### src/rtl/core/jssv_pkg.sv
`default_nettype none

package jssv_pkg;

  // Fixed field widths.
  localparam int unsigned BYTE_W   = 8;
  localparam int unsigned STATUS_W = 2;
  localparam int unsigned ERR_W    = 4;
  localparam int unsigned BEV_W    = 3;
  localparam int unsigned VD_W     = 3;
  localparam int unsigned DEPTH_W  = 6;
  localparam int unsigned LPOS_W   = 3;

  typedef enum logic [3:0] {
    PH_START     = 4'd0,
    PH_KEY       = 4'd1,
    PH_KEYCHARS  = 4'd2,
    PH_COLON     = 4'd3,
    PH_VALUE     = 4'd4,
    PH_ARR_FIRST = 4'd5,
    PH_STRING    = 4'd6,
    PH_NUMBER    = 4'd7,
    PH_LITERAL   = 4'd8,
    PH_AFTER     = 4'd9,
    PH_DONE      = 4'd10
  } phase_e;

  typedef enum logic [ERR_W-1:0] {
    ERR_NONE        = 4'd0,
    ERR_NO_BRACE    = 4'd1,
    ERR_BAD_KEY     = 4'd2,
    ERR_NO_COLON    = 4'd3,
    ERR_BAD_VALUE   = 4'd4,
    ERR_BAD_LITERAL = 4'd5,
    ERR_BAD_OBJECT  = 4'd6,
    ERR_BAD_ARRAY   = 4'd7,
    ERR_NEWLINE     = 4'd8,
    ERR_OVERFLOW    = 4'd9,
    ERR_TRUNCATED   = 4'd10
  } err_e;

  typedef enum logic [BEV_W-1:0] {
    BEV_NONE      = 3'd0,
    BEV_OPEN_OBJ  = 3'd1,
    BEV_CLOSE_OBJ = 3'd2,
    BEV_OPEN_ARR  = 3'd3,
    BEV_CLOSE_ARR = 3'd4
  } bev_e;

  typedef enum logic [VD_W-1:0] {
    VD_NONE   = 3'd0,
    VD_KEY    = 3'd1,
    VD_STRING = 3'd2,
    VD_NUMBER = 3'd3,
    VD_BOOL   = 3'd4
  } vd_e;

  typedef enum logic [STATUS_W-1:0] {
    ST_RUN    = 2'd0,
    ST_ACCEPT = 2'd1,
    ST_ERROR  = 2'd2
  } status_e;

  // Result word handed from the parser to the output buffer.
  typedef struct packed {
    status_e            status;
    err_e               err;
    bev_e               bev;
    vd_e                vd;
    logic [DEPTH_W-1:0] depth;
  } res_t;

  // Stack shift command from the parser to the cell chain.
  typedef struct packed {
    logic push;
    logic pop;
    logic bit_in;   // 1 for an array level, 0 for an object level
  } stk_op_t;

  localparam logic [BYTE_W-1:0] CH_SPACE  = 8'h20;
  localparam logic [BYTE_W-1:0] CH_TAB    = 8'h09;
  localparam logic [BYTE_W-1:0] CH_LF     = 8'h0A;
  localparam logic [BYTE_W-1:0] CH_0      = 8'h30;
  localparam logic [BYTE_W-1:0] CH_9      = 8'h39;
  localparam logic [BYTE_W-1:0] CH_LBRACE = 8'h7B;
  localparam logic [BYTE_W-1:0] CH_RBRACE = 8'h7D;
  localparam logic [BYTE_W-1:0] CH_LBRACK = 8'h5B;
  localparam logic [BYTE_W-1:0] CH_RBRACK = 8'h5D;
  localparam logic [BYTE_W-1:0] CH_COLON  = 8'h3A;
  localparam logic [BYTE_W-1:0] CH_COMMA  = 8'h2C;
  localparam logic [BYTE_W-1:0] CH_QUOTE  = 8'h22;
  localparam logic [BYTE_W-1:0] CH_T      = 8'h74;
  localparam logic [BYTE_W-1:0] CH_R      = 8'h72;
  localparam logic [BYTE_W-1:0] CH_U      = 8'h75;
  localparam logic [BYTE_W-1:0] CH_E      = 8'h65;
  localparam logic [BYTE_W-1:0] CH_F      = 8'h66;
  localparam logic [BYTE_W-1:0] CH_A      = 8'h61;
  localparam logic [BYTE_W-1:0] CH_L      = 8'h6C;
  localparam logic [BYTE_W-1:0] CH_S      = 8'h73;

  localparam logic [LPOS_W-1:0] LIT_LEN_TRUE  = 3'd4;
  localparam logic [LPOS_W-1:0] LIT_LEN_FALSE = 3'd5;

  function automatic logic is_ws(logic [BYTE_W-1:0] c);
    return (c == CH_SPACE) || (c == CH_TAB) || (c == CH_LF);
  endfunction

  function automatic logic is_digit(logic [BYTE_W-1:0] c);
    return (c >= CH_0) && (c <= CH_9);
  endfunction

  function automatic logic is_plain(logic [BYTE_W-1:0] c);
    return !(is_ws(c) || is_digit(c) || (c == CH_LBRACE) || (c == CH_RBRACE) ||
             (c == CH_LBRACK) || (c == CH_RBRACK) || (c == CH_COLON) ||
             (c == CH_COMMA) || (c == CH_QUOTE));
  endfunction

  // Expected letter of a literal at a given position.
  function automatic logic [BYTE_W-1:0] lit_char(logic is_false, logic [LPOS_W-1:0] pos);
    logic [BYTE_W-1:0] ch;
    case ({is_false, pos})
      4'b0_000: ch = CH_T;
      4'b0_001: ch = CH_R;
      4'b0_010: ch = CH_U;
      4'b0_011: ch = CH_E;
      4'b1_000: ch = CH_F;
      4'b1_001: ch = CH_A;
      4'b1_010: ch = CH_L;
      4'b1_011: ch = CH_S;
      4'b1_100: ch = CH_E;
      default:  ch = '0;
    endcase
    return ch;
  endfunction

endpackage

`default_nettype wire

### src/rtl/core/jssv_if.sv
`default_nettype none

// Input channel: one document byte per word.
interface jssv_in_if import jssv_pkg::*; ();
  logic              valid;
  logic              ready;
  logic [BYTE_W-1:0] byte_req;
  logic              last;

  modport source (output valid, output byte_req, output last, input ready);
  modport sink   (input valid, input byte_req, input last, output ready);
endinterface

// Output channel: one result word per input word.
interface jssv_out_if import jssv_pkg::*; ();
  logic                valid;
  logic                ready;
  logic [STATUS_W-1:0] status;
  logic [ERR_W-1:0]    error_code;
  logic [BEV_W-1:0]    bracket_event;
  logic [VD_W-1:0]     value_done;
  logic [DEPTH_W-1:0]  depth;

  modport source (output valid, output status, output error_code, output bracket_event,
                  output value_done, output depth, input ready);
  modport sink   (input valid, input status, input error_code, input bracket_event,
                  input value_done, input depth, output ready);
endinterface

`default_nettype wire

### src/rtl/core/json_subset_stream_validator.sv
`default_nettype none

// Streaming validator for a subset of JSON text.
// in_i  : one document byte per word (byte_req) with last on the final byte.
// out_o : one result word per input word, in order: status, error_code,
//         bracket_event, value_done and the nesting depth after that byte.
// The result of a byte is registered in the output word, or in the skid word while out_o stalls.
// Throughput: one byte per cycle, sustained, as long as out_o is drained.
// The nesting stack is a chain of MAX_DEPTH one-bit cells that shift toward
// the deep end on an open bracket and back on a close; the top of the stack
// is always cell 0, so the per-byte decision needs no addressed memory.
// Reset clears the parser to "expect opening brace" with depth 0 and empties
// the output stage; the stack cells need no clearing, only pushed levels are
// ever read. After the last byte of a document the parser starts afresh.
// When out_o stalls, a skid word absorbs one more result, then in_i.ready
// drops until the receiver takes a word.
module json_subset_stream_validator import jssv_pkg::*; #(
  parameter int unsigned MAX_DEPTH = 32
) (
  input  wire logic  clk_i,
  input  wire logic  rst_ni,
  jssv_in_if.sink    in_i,
  jssv_out_if.source out_o
);

  localparam int unsigned LVL_W = $clog2(MAX_DEPTH + 1);

  logic     accept;
  logic     stk_en;
  res_t     res;
  stk_op_t  op;

  logic [MAX_DEPTH-1:0] cell_bits;
  logic [MAX_DEPTH-1:0] prev_vec;
  logic [MAX_DEPTH-1:0] next_vec;

  // Output stage: main word plus one skid word.
  res_t out_q, out_d;
  res_t skid_q, skid_d;
  logic out_vld_q, out_vld_d;
  logic skid_vld_q, skid_vld_d;
  logic out_free;

  // Take a byte whenever the skid word is empty.
  assign in_i.ready = !skid_vld_q;
  assign accept     = in_i.valid && in_i.ready;

  jssv_ctrl #(
    .MAX_DEPTH (MAX_DEPTH),
    .LVL_W     (LVL_W)
  ) u_ctrl (
    .clk_i    (clk_i),
    .rst_ni   (rst_ni),
    .accept_i (accept),
    .byte_i   (in_i.byte_req),
    .last_i   (in_i.last),
    .top_i    (cell_bits[0]),
    .res_o    (res),
    .op_o     (op)
  );

  // Stack chain: cell 0 is the top level, a push feeds it from the parser.
  assign stk_en   = accept && (op.push || op.pop);
  assign prev_vec = {cell_bits[MAX_DEPTH-2:0], op.bit_in};
  assign next_vec = {1'b0, cell_bits[MAX_DEPTH-1:1]};

  for (genvar i = 0; i < MAX_DEPTH; i++) begin : g_cell
    jssv_cell u_cell (
      .clk_i      (clk_i),
      .shift_en_i (stk_en),
      .push_i     (op.push),
      .prev_i     (prev_vec[i]),
      .next_i     (next_vec[i]),
      .bit_o      (cell_bits[i])
    );
  end

  // Advance the output stage: drain skid first to keep order.
  always_comb begin
    out_free   = !out_vld_q || out_o.ready;
    out_d      = out_q;
    skid_d     = skid_q;
    out_vld_d  = out_vld_q;
    skid_vld_d = skid_vld_q;
    if (out_free) begin
      if (skid_vld_q) begin
        out_d      = skid_q;
        out_vld_d  = 1'b1;
        skid_vld_d = 1'b0;
      end else begin
        out_d     = res;
        out_vld_d = accept;
      end
    end else if (accept) begin
      skid_d     = res;
      skid_vld_d = 1'b1;
    end
  end

  always_ff @(posedge clk_i or negedge rst_ni) begin
    if (!rst_ni) begin
      out_vld_q  <= 1'b0;
      skid_vld_q <= 1'b0;
    end else begin
      out_vld_q  <= out_vld_d;
      skid_vld_q <= skid_vld_d;
    end
  end

  always_ff @(posedge clk_i) begin
    out_q  <= out_d;
    skid_q <= skid_d;
  end

  assign out_o.valid         = out_vld_q;
  assign out_o.status        = out_q.status;
  assign out_o.error_code    = out_q.err;
  assign out_o.bracket_event = out_q.bev;
  assign out_o.value_done    = out_q.vd;
  assign out_o.depth         = out_q.depth;

endmodule

`default_nettype wire

### src/rtl/core/jssv_cell.sv
`default_nettype none

// One level of the container stack. On push take the bit from the cell above
// the top side, on pop take the bit from the deeper neighbor.
module jssv_cell (
  input  wire logic clk_i,
  input  wire logic shift_en_i,
  input  wire logic push_i,
  input  wire logic prev_i,
  input  wire logic next_i,
  output logic      bit_o
);

  logic bit_q;

  always_ff @(posedge clk_i) begin
    if (shift_en_i) begin
      bit_q <= push_i ? prev_i : next_i;
    end
  end

  assign bit_o = bit_q;

endmodule

`default_nettype wire

### src/rtl/core/jssv_ctrl.sv
`default_nettype none

// Parser state and per-byte decision. Stack top comes from cell 0.
module jssv_ctrl import jssv_pkg::*; #(
  parameter int unsigned MAX_DEPTH = 32,
  parameter int unsigned LVL_W     = $clog2(MAX_DEPTH + 1)
) (
  input  wire logic              clk_i,
  input  wire logic              rst_ni,
  input  wire logic              accept_i,
  input  wire logic [BYTE_W-1:0] byte_i,
  input  wire logic              last_i,
  input  wire logic              top_i,
  output res_t                   res_o,
  output stk_op_t                op_o
);

  phase_e            phase_q, phase_d;
  logic [LVL_W-1:0]  level_q, level_d;
  logic [LPOS_W-1:0] lpos_q, lpos_d;
  logic              lfalse_q, lfalse_d;
  logic              jopen_q, jopen_d;
  err_e              err_q, err_d;

  // Work values of one byte, before the end-of-document reset.
  phase_e            ph_w;
  logic [LVL_W-1:0]  lvl_w;
  logic [LPOS_W-1:0] lpos_w;
  logic              lfalse_w;
  logic              jopen_w;
  err_e              err_w;
  err_e              fail;
  bev_e              ev;
  vd_e               vd;
  logic              do_start, do_after, do_open, do_close, lvl_is_arr, shut_is_arr;
  logic              lit_ok;
  logic [LPOS_W-1:0] lit_len, lpos_inc;
  logic [LVL_W+DEPTH_W-1:0] depth_ext;

  always_comb begin
    ph_w        = phase_q;
    lvl_w       = level_q;
    lpos_w      = lpos_q;
    lfalse_w    = lfalse_q;
    jopen_w     = jopen_q;
    err_w       = err_q;
    fail        = ERR_NONE;
    ev          = BEV_NONE;
    vd          = VD_NONE;
    do_start    = 1'b0;
    do_after    = 1'b0;
    do_open     = 1'b0;
    do_close    = 1'b0;
    lvl_is_arr  = 1'b0;
    shut_is_arr = 1'b0;
    op_o        = '0;
    lit_len     = lfalse_q ? LIT_LEN_FALSE : LIT_LEN_TRUE;
    lpos_inc    = lpos_q + LPOS_W'(1);
    lit_ok      = (lpos_q < lit_len) && (byte_i == lit_char(lfalse_q, lpos_q));

    if (err_q == ERR_NONE) begin
      case (phase_q)
        PH_START: begin
          if (byte_i == CH_LBRACE) begin
            do_open = 1'b1;
          end else if (!is_ws(byte_i)) begin
            fail = ERR_NO_BRACE;
          end
        end
        PH_KEY: begin
          if (byte_i == CH_QUOTE) begin
            ph_w = PH_KEYCHARS;
          end else if (byte_i == CH_RBRACE && jopen_q) begin
            do_close = 1'b1;
          end else if (!is_ws(byte_i)) begin
            fail = ERR_BAD_KEY;
          end
        end
        PH_KEYCHARS: begin
          if (byte_i == CH_QUOTE) begin
            vd   = VD_KEY;
            ph_w = PH_COLON;
          end else if (!is_plain(byte_i)) begin
            fail = ERR_BAD_KEY;
          end
        end
        PH_COLON: begin
          if (byte_i == CH_COLON) begin
            ph_w = PH_VALUE;
          end else if (!is_ws(byte_i)) begin
            fail = ERR_NO_COLON;
          end
        end
        PH_VALUE: begin
          do_start = !is_ws(byte_i);
        end
        PH_ARR_FIRST: begin
          if (byte_i == CH_RBRACK) begin
            do_close    = 1'b1;
            shut_is_arr = 1'b1;
          end else begin
            do_start = !is_ws(byte_i);
          end
        end
        PH_STRING: begin
          if (byte_i == CH_QUOTE) begin
            vd   = VD_STRING;
            ph_w = PH_AFTER;
          end else if (byte_i == CH_LF) begin
            fail = ERR_NEWLINE;
          end
        end
        PH_NUMBER: begin
          if (!is_digit(byte_i)) begin
            vd       = VD_NUMBER;
            ph_w     = PH_AFTER;
            do_after = 1'b1;
          end
        end
        PH_LITERAL: begin
          if (lit_ok) begin
            lpos_w = lpos_inc;
            if (lpos_inc == lit_len) begin
              vd     = VD_BOOL;
              lpos_w = '0;
              ph_w   = PH_AFTER;
            end
          end else begin
            fail = ERR_BAD_LITERAL;
          end
        end
        PH_AFTER: begin
          do_after = 1'b1;
        end
        PH_DONE: begin
          if (!is_ws(byte_i)) begin
            fail = ERR_TRUNCATED;
          end
        end
        default: begin
          fail = ERR_TRUNCATED;
        end
      endcase
    end

    // Start of a value.
    if (do_start) begin
      if (byte_i == CH_LBRACE) begin
        do_open = 1'b1;
      end else if (byte_i == CH_LBRACK) begin
        do_open    = 1'b1;
        lvl_is_arr = 1'b1;
      end else if (byte_i == CH_QUOTE) begin
        ph_w = PH_STRING;
      end else if (is_digit(byte_i)) begin
        ph_w = PH_NUMBER;
      end else if (byte_i == CH_T || byte_i == CH_F) begin
        lfalse_w = (byte_i == CH_F);
        lpos_w   = LPOS_W'(1);
        ph_w     = PH_LITERAL;
      end else begin
        fail = ERR_BAD_VALUE;
      end
    end

    // Byte after a finished value: separator or closing bracket.
    if (do_after && !is_ws(byte_i)) begin
      if (level_q == '0) begin
        fail = ERR_TRUNCATED;
      end else if (byte_i == CH_COMMA) begin
        if (top_i) begin
          ph_w = PH_VALUE;
        end else begin
          ph_w    = PH_KEY;
          jopen_w = 1'b0;
        end
      end else if (!top_i && byte_i == CH_RBRACE) begin
        do_close = 1'b1;
      end else if (top_i && byte_i == CH_RBRACK) begin
        do_close    = 1'b1;
        shut_is_arr = 1'b1;
      end else begin
        fail = top_i ? ERR_BAD_ARRAY : ERR_BAD_OBJECT;
      end
    end

    if (do_open) begin
      if (level_q == LVL_W'(MAX_DEPTH)) begin
        fail = ERR_OVERFLOW;
      end else begin
        op_o.push   = 1'b1;
        op_o.bit_in = lvl_is_arr;
        lvl_w       = level_q + LVL_W'(1);
        if (lvl_is_arr) begin
          ev   = BEV_OPEN_ARR;
          ph_w = PH_ARR_FIRST;
        end else begin
          ev      = BEV_OPEN_OBJ;
          ph_w    = PH_KEY;
          jopen_w = 1'b1;
        end
      end
    end

    if (do_close) begin
      if (level_q == '0) begin
        fail = ERR_TRUNCATED;
      end else begin
        op_o.pop = 1'b1;
        lvl_w    = level_q - LVL_W'(1);
        ev       = shut_is_arr ? BEV_CLOSE_ARR : BEV_CLOSE_OBJ;
        ph_w     = (level_q == LVL_W'(1)) ? PH_DONE : PH_AFTER;
      end
    end

    if (fail != ERR_NONE) begin
      err_w = fail;
      ev    = BEV_NONE;
      vd    = VD_NONE;
    end

    // End of document while still open.
    if (err_w == ERR_NONE && last_i && ph_w != PH_DONE) begin
      err_w = ERR_TRUNCATED;
      ev    = BEV_NONE;
      vd    = VD_NONE;
    end

    depth_ext = {{DEPTH_W{1'b0}}, lvl_w};

    res_o.err   = err_w;
    res_o.bev   = ev;
    res_o.vd    = vd;
    res_o.depth = depth_ext[DEPTH_W-1:0];
    if (err_w != ERR_NONE) begin
      res_o.status = ST_ERROR;
    end else if (last_i && ph_w == PH_DONE) begin
      res_o.status = ST_ACCEPT;
    end else begin
      res_o.status = ST_RUN;
    end
  end

  // Next state: start afresh after the last byte.
  always_comb begin
    if (last_i) begin
      phase_d  = PH_START;
      level_d  = '0;
      lpos_d   = '0;
      lfalse_d = 1'b0;
      jopen_d  = 1'b0;
      err_d    = ERR_NONE;
    end else begin
      phase_d  = ph_w;
      level_d  = lvl_w;
      lpos_d   = lpos_w;
      lfalse_d = lfalse_w;
      jopen_d  = jopen_w;
      err_d    = err_w;
    end
  end

  always_ff @(posedge clk_i or negedge rst_ni) begin
    if (!rst_ni) begin
      phase_q  <= PH_START;
      level_q  <= '0;
      lpos_q   <= '0;
      lfalse_q <= 1'b0;
      jopen_q  <= 1'b0;
      err_q    <= ERR_NONE;
    end else if (accept_i) begin
      phase_q  <= phase_d;
      level_q  <= level_d;
      lpos_q   <= lpos_d;
      lfalse_q <= lfalse_d;
      jopen_q  <= jopen_d;
      err_q    <= err_d;
    end
  end

endmodule

`default_nettype wire

### src/flat_wrapper.sv
// flat-port wrapper written by rule: the top's interface ports become plain ports
module json_subset_stream_validator_flat import jssv_pkg::*;
#(
  parameter int unsigned MAX_DEPTH = 32
)
  (clk_i, rst_ni, in_i_valid, in_i_byte_req, in_i_last, in_i_ready, out_o_valid, out_o_status, out_o_error_code, out_o_bracket_event, out_o_value_done, out_o_depth, out_o_ready);
  jssv_in_if in_i_i ();
  jssv_out_if out_o_i ();
  input  wire logic clk_i;
  input  wire logic rst_ni;
  input wire logic [$bits(in_i_i.valid)-1:0] in_i_valid;
  input wire logic [$bits(in_i_i.byte_req)-1:0] in_i_byte_req;
  input wire logic [$bits(in_i_i.last)-1:0] in_i_last;
  output wire logic [$bits(in_i_i.ready)-1:0] in_i_ready;
  output wire logic [$bits(out_o_i.valid)-1:0] out_o_valid;
  output wire logic [$bits(out_o_i.status)-1:0] out_o_status;
  output wire logic [$bits(out_o_i.error_code)-1:0] out_o_error_code;
  output wire logic [$bits(out_o_i.bracket_event)-1:0] out_o_bracket_event;
  output wire logic [$bits(out_o_i.value_done)-1:0] out_o_value_done;
  output wire logic [$bits(out_o_i.depth)-1:0] out_o_depth;
  input wire logic [$bits(out_o_i.ready)-1:0] out_o_ready;
  assign in_i_i.valid = in_i_valid;
  assign in_i_i.byte_req = in_i_byte_req;
  assign in_i_i.last = in_i_last;
  assign in_i_ready = in_i_i.ready;
  assign out_o_valid = out_o_i.valid;
  assign out_o_status = out_o_i.status;
  assign out_o_error_code = out_o_i.error_code;
  assign out_o_bracket_event = out_o_i.bracket_event;
  assign out_o_value_done = out_o_i.value_done;
  assign out_o_depth = out_o_i.depth;
  assign out_o_i.ready = out_o_ready;
  json_subset_stream_validator #(.MAX_DEPTH(MAX_DEPTH)) u_core (.clk_i(clk_i), .rst_ni(rst_ni), .in_i(in_i_i), .out_o(out_o_i));
endmodule
### config.mk
export PLATFORM = sky130hd
export DESIGN_NAME = json_subset_stream_validator_flat
export DESIGN_NICKNAME = d
export VERILOG_FILES = /design/src/rtl/core/jssv_pkg.sv /design/src/rtl/core/jssv_if.sv /design/src/rtl/core/json_subset_stream_validator.sv /design/src/rtl/core/jssv_cell.sv /design/src/rtl/core/jssv_ctrl.sv /design/src/flat_wrapper.sv
export SDC_FILE = /design/constraint.sdc
export NUM_CORES = 1
export LEC_CHECK = 0
export BUFFER_PORTS_ARGS = -buffer_cell sky130_fd_sc_hd__buf_2
export CORE_MARGIN = 2
export CORE_UTILIZATION = 35
export CTS_BUF_LIST = sky130_fd_sc_hd__clkbuf_4
export DETAILED_ROUTE_END_ITERATION = 8
export GPL_ROUTABILITY_DRIVEN = 0
export HOLD_SLACK_MARGIN = 0.08
export PLACE_DENSITY = 0.53
export REMOVE_ABC_BUFFERS = 1
export SETUP_SLACK_MARGIN = 0.02
export SLEW_MARGIN = 25
export SYNTH_ARGS = -nofsm -noshare
export SYNTH_HDL_FRONTEND = slang
export SYNTH_SLANG_ARGS = --single-unit
export TNS_END_PERCENT = 10
### constraint.sdc
create_clock -name clk_i -period 5.4 [get_ports clk_i]
set_input_delay 1.35 -clock clk_i [delete_from_list [all_inputs] [get_ports clk_i]]
set_output_delay 1.35 -clock clk_i [all_outputs]
set_load 0.01 [all_outputs]
==> results.yml <==
worst_setup_path:
  crit_buf_inv: 1
  critPathKind: "in2reg"
  cp_slowest_stage_delay_ns: 0.61
  cp-start-kind: "input pin"
  crit_fanout: 22
  worst_r2r_startpoint: "u_core.u_ctrl.lpos_q[0]"
  worst-path-stages: 10
  r2r-end: "u_core.out_o.value_done[1]"
  crit_path_end: "u_core.out_o.value_done[1]"
  reg2reg_depth: 11
  worstPathArrival_ns: 4.49
  end_kind: "flip-flop"
  path_cells: "buf_2, nor4b_1, o31ai_1, o21ai_1, o21ai_0, a221oi_2, o211ai_1, or4_4, o21ai_4, o31ai_1"
  startpoint: "in_i_byte_req[5]"
  cp_top_family: "compound AO/OA/AOI/OAI gates"
  reg2reg_slack_ns: 1.38
  slowest_stage: "or4_4"
  path_common_cell: "o31ai_1"
  cp.required_ns: 5.60
synth:
  synthFlopType: "edfxtp_1"
  postSynthCellCount: 592
  synth_most_common_cell: "nand2_1"
  ys_top_cells_by_count: "nand2_1 (129), edfxtp_1 (68), nor2_1 (49), o21ai_0 (33), clkbuf_1 (27)"
  synth_cell_type_count: 75
  synth_edf_count: 68
  synth_seq_cells: 89
  synth_area_leaders: "edfxtp_1 (37%), dfrtp_1 (9.5%), nand2_1 (8.8%), nor2_1 (3.3%), o21ai_0 (3.0%)"
  synth.largest_area_cell: "edfxtp_1"
  yosysTopAreaCellShare_pct: 37.0
  synthArstFlopShare_pct: 23.6
  synth.avg_cell_area_um2: 9.32
  seq_area_frac_synth_pct: 46.5
  yosysWarnings: 0
  netlist_area_mm2: 0.00552
clock_network:
  hold_buffers: 0
  cts_root_buffer: "clkbuf_4"
  cts.sink_count: 89
  cts_tree: "done"
  clk_path_buf_depth: 2
  htreeDepth: 3
  clk_pin_slew_worst_paths_ns: 0.14
  worst_skew_pair.late_latency_ns: 0.46
  numCtsBuffers: 9
  ctsResizeCount: 0
  post_cts_buffers: 0
floorplanning:
  rows: 45
  dieWidth_um: 130
  coreArea_mm2: 0.0153
  die_h_um: 130
  die-area_mm2: 0.0168
  initial_utilization_pct: 36.0
  io_pins: 33
worst_hold_path:
  min_path_type: "reg2reg"
global_routing:
  grt_start_max_net_pins: 35
  grt_pass1_vias: 4339
  grt.overflow.total: 0
  grtUsageTotal_pct: 17.5
  grt_pass1_wl_um: 23200
  grt_antenna_before_repair: 1
timing:
  rsz0062_at_grt: "false"
  slew_headroom_pct: 37.9
  post-route-period-util_pct: 79.4
  setup_violations: 0
  setup_tns_ns: 0
  layout_setup_ws_ns: 1.11
  fmax_mhz: 233
  final_max_slew_viol_count: 0
  finalHoldViolations: 0
  min_period_ns: 4.29
  tightest_slew_ns: 0.924
  skew_ns: 0.0178
drt:
  drt-initial-drc-count: 291
  drtPass1Iterations: 5
  ant_nets: 0
  drt-total-wl_um: 14200
  route.detailed.drc: 0
  vias_per_cell: 5.63
  num_vias: 4648
  wl_per_cell_um: 17.2
place:
  pre_cts_slack_ns: 0.712
  dp.cells: 808
  io_buffers: 32
  post-dp-hpwl_um: 10100
job:
  cap_violations: 0
final_layout:
  area_growth_pct: 9.55
  drive_gt1_share_pct: 14.5
  fin_cells: 825
  nets: 632
power:
  power.total_mw: 1.80
  p_per_area_mw_per_mm2: 298
  p_leak_nw: 2.28
  ir_drop_v: 0.000137
outcome:
  run_status: "complete, no violations"
==> worst min path at each step <==
stage | from | end | slack, ns | cells past startpoint
2_1_floorplan | u_core.u_ctrl.jopen_q | u_core.u_ctrl.jopen_q | 0.49 | 2
3_3_place_gp | u_core.skid_q[11] | u_core.out_o.bracket_event[2] | 0.51 | 2
3_5_place_dp | u_core.g_cell[31].u_cell.bit_o | u_core.g_cell[30].u_cell.bit_o | 0.51 | 2
4_1_cts | u_core.skid_q[8] | u_core.out_o.value_done[2] | 0.55 | 2
5_1_grt | u_core.skid_q[4] | u_core.out_o.depth[4] | 0.57 | 2
6_report | u_core.skid_q[8] | u_core.out_o.value_done[2] | 0.54 | 2
==> cell usage in the layout (no fill, tap or decap), drive strengths merged, types with 10 or more instances in the layout <==
cell / n
edfxtp: 68
inv: 17
or4: 10
nor2: 50
clkbuf: 10
nand2: 129
dfrtp: 21
nand3: 10
o21ai: 37
nor3: 13
a21oi: 23
buf: 38
mux2: 10
nor4: 10
ha: 11
nand2b: 11
==> cells by family (layout without fill, tap and decap cells) <==
| family | after synthesis | after routing | synth area share [%] |
|---|---|---|---|
| AO/OA/AOI/OAI | 127 | 127 | 16.0 |
| AND/OR/NAND/NOR | 292 | 292 | 27.2 |
| multiplexers | 14 | 14 | 2.77 |
| XOR/XNOR | 10 | 10 | 1.59 |
| other | 0 | 1 | 0 |
| flip-flops | 89 | 89 | 46.5 |
| buffers and inverters | 49 | 70 | 3.45 |
| adder cells (fa/ha/maj) | 11 | 11 | 2.49 |
==> power breakdown <==
part | total, mW | internal, mW | leakage, nW | switching, mW
logic | 0.500 | 0.204 | 1.27 | 0.297
registers | 0.864 | 0.794 | 0.928 | 0.0702
clock network | 0.438 | 0.196 | 0.0862 | 0.243
total | 1.80 | 1.19 | 2.28 | 0.609
==> routing by layer <==
layer	track usage [%]	wire (um)	share of wire (%)
met1	24.5	6630	47
met2	26.9	6330	45
met3	3.10	780	5.5
met4	7.53	444	3.1
met5	0	0	0
==> per-stage QoR <==
| step | cell area (um2) | utilization (%) | hold slack (ns) |
|---|---|---|---|
| final | 6040 | 39.5 | 0.543 |
| after global routing | 6040 | 39.5 | 0.565 |
| after CTS | 6040 | 39.4 | 0.546 |
| after detailed placement | 5870 | 38.4 | 0.514 |
| after global placement | 5870 | 38.4 | 0.505 |
| after floorplan | 5390 | - | 0.486 |
==> sequential cells by signal (all words and copies together), names as in the netlist, 2 cells and up <==
signal,cells
u_core.u_ctrl.level_q,6
u_core.out_o.status,2
u_core.skid_q,18
u_core.out_o.depth,6
u_core.out_o.bracket_event,3
u_core.out_o.value_done,3
u_core.out_o.error_code,4
u_core.u_ctrl.phase_q,4
u_core.u_ctrl.err_q,4
u_core.g_cell.u_cell.bit_o,32
u_core.u_ctrl.lpos_q,3
==> layout make-up <==
class	count	area (um2)
Clock buffer	10	75.1
Clock inverter	6	91.3
Tap cell	211	264
Multi-Input combinational cell	454	2780
Sequential cell	89	2570
Fill cell	1576	9270
Inverter	16	60.1
Timing Repair Buffer	38	205
Antenna cell	1	2.50
==> tightest hold or removal path: cells and delay by family, from the launching register on <==
family | cells | cell delay [ns]
compound gates | 1 | 0.05
flops | 1 | 0.35
simple gates | 1 | 0.05
No activity file was read; power rests on OpenSTA's default activity.
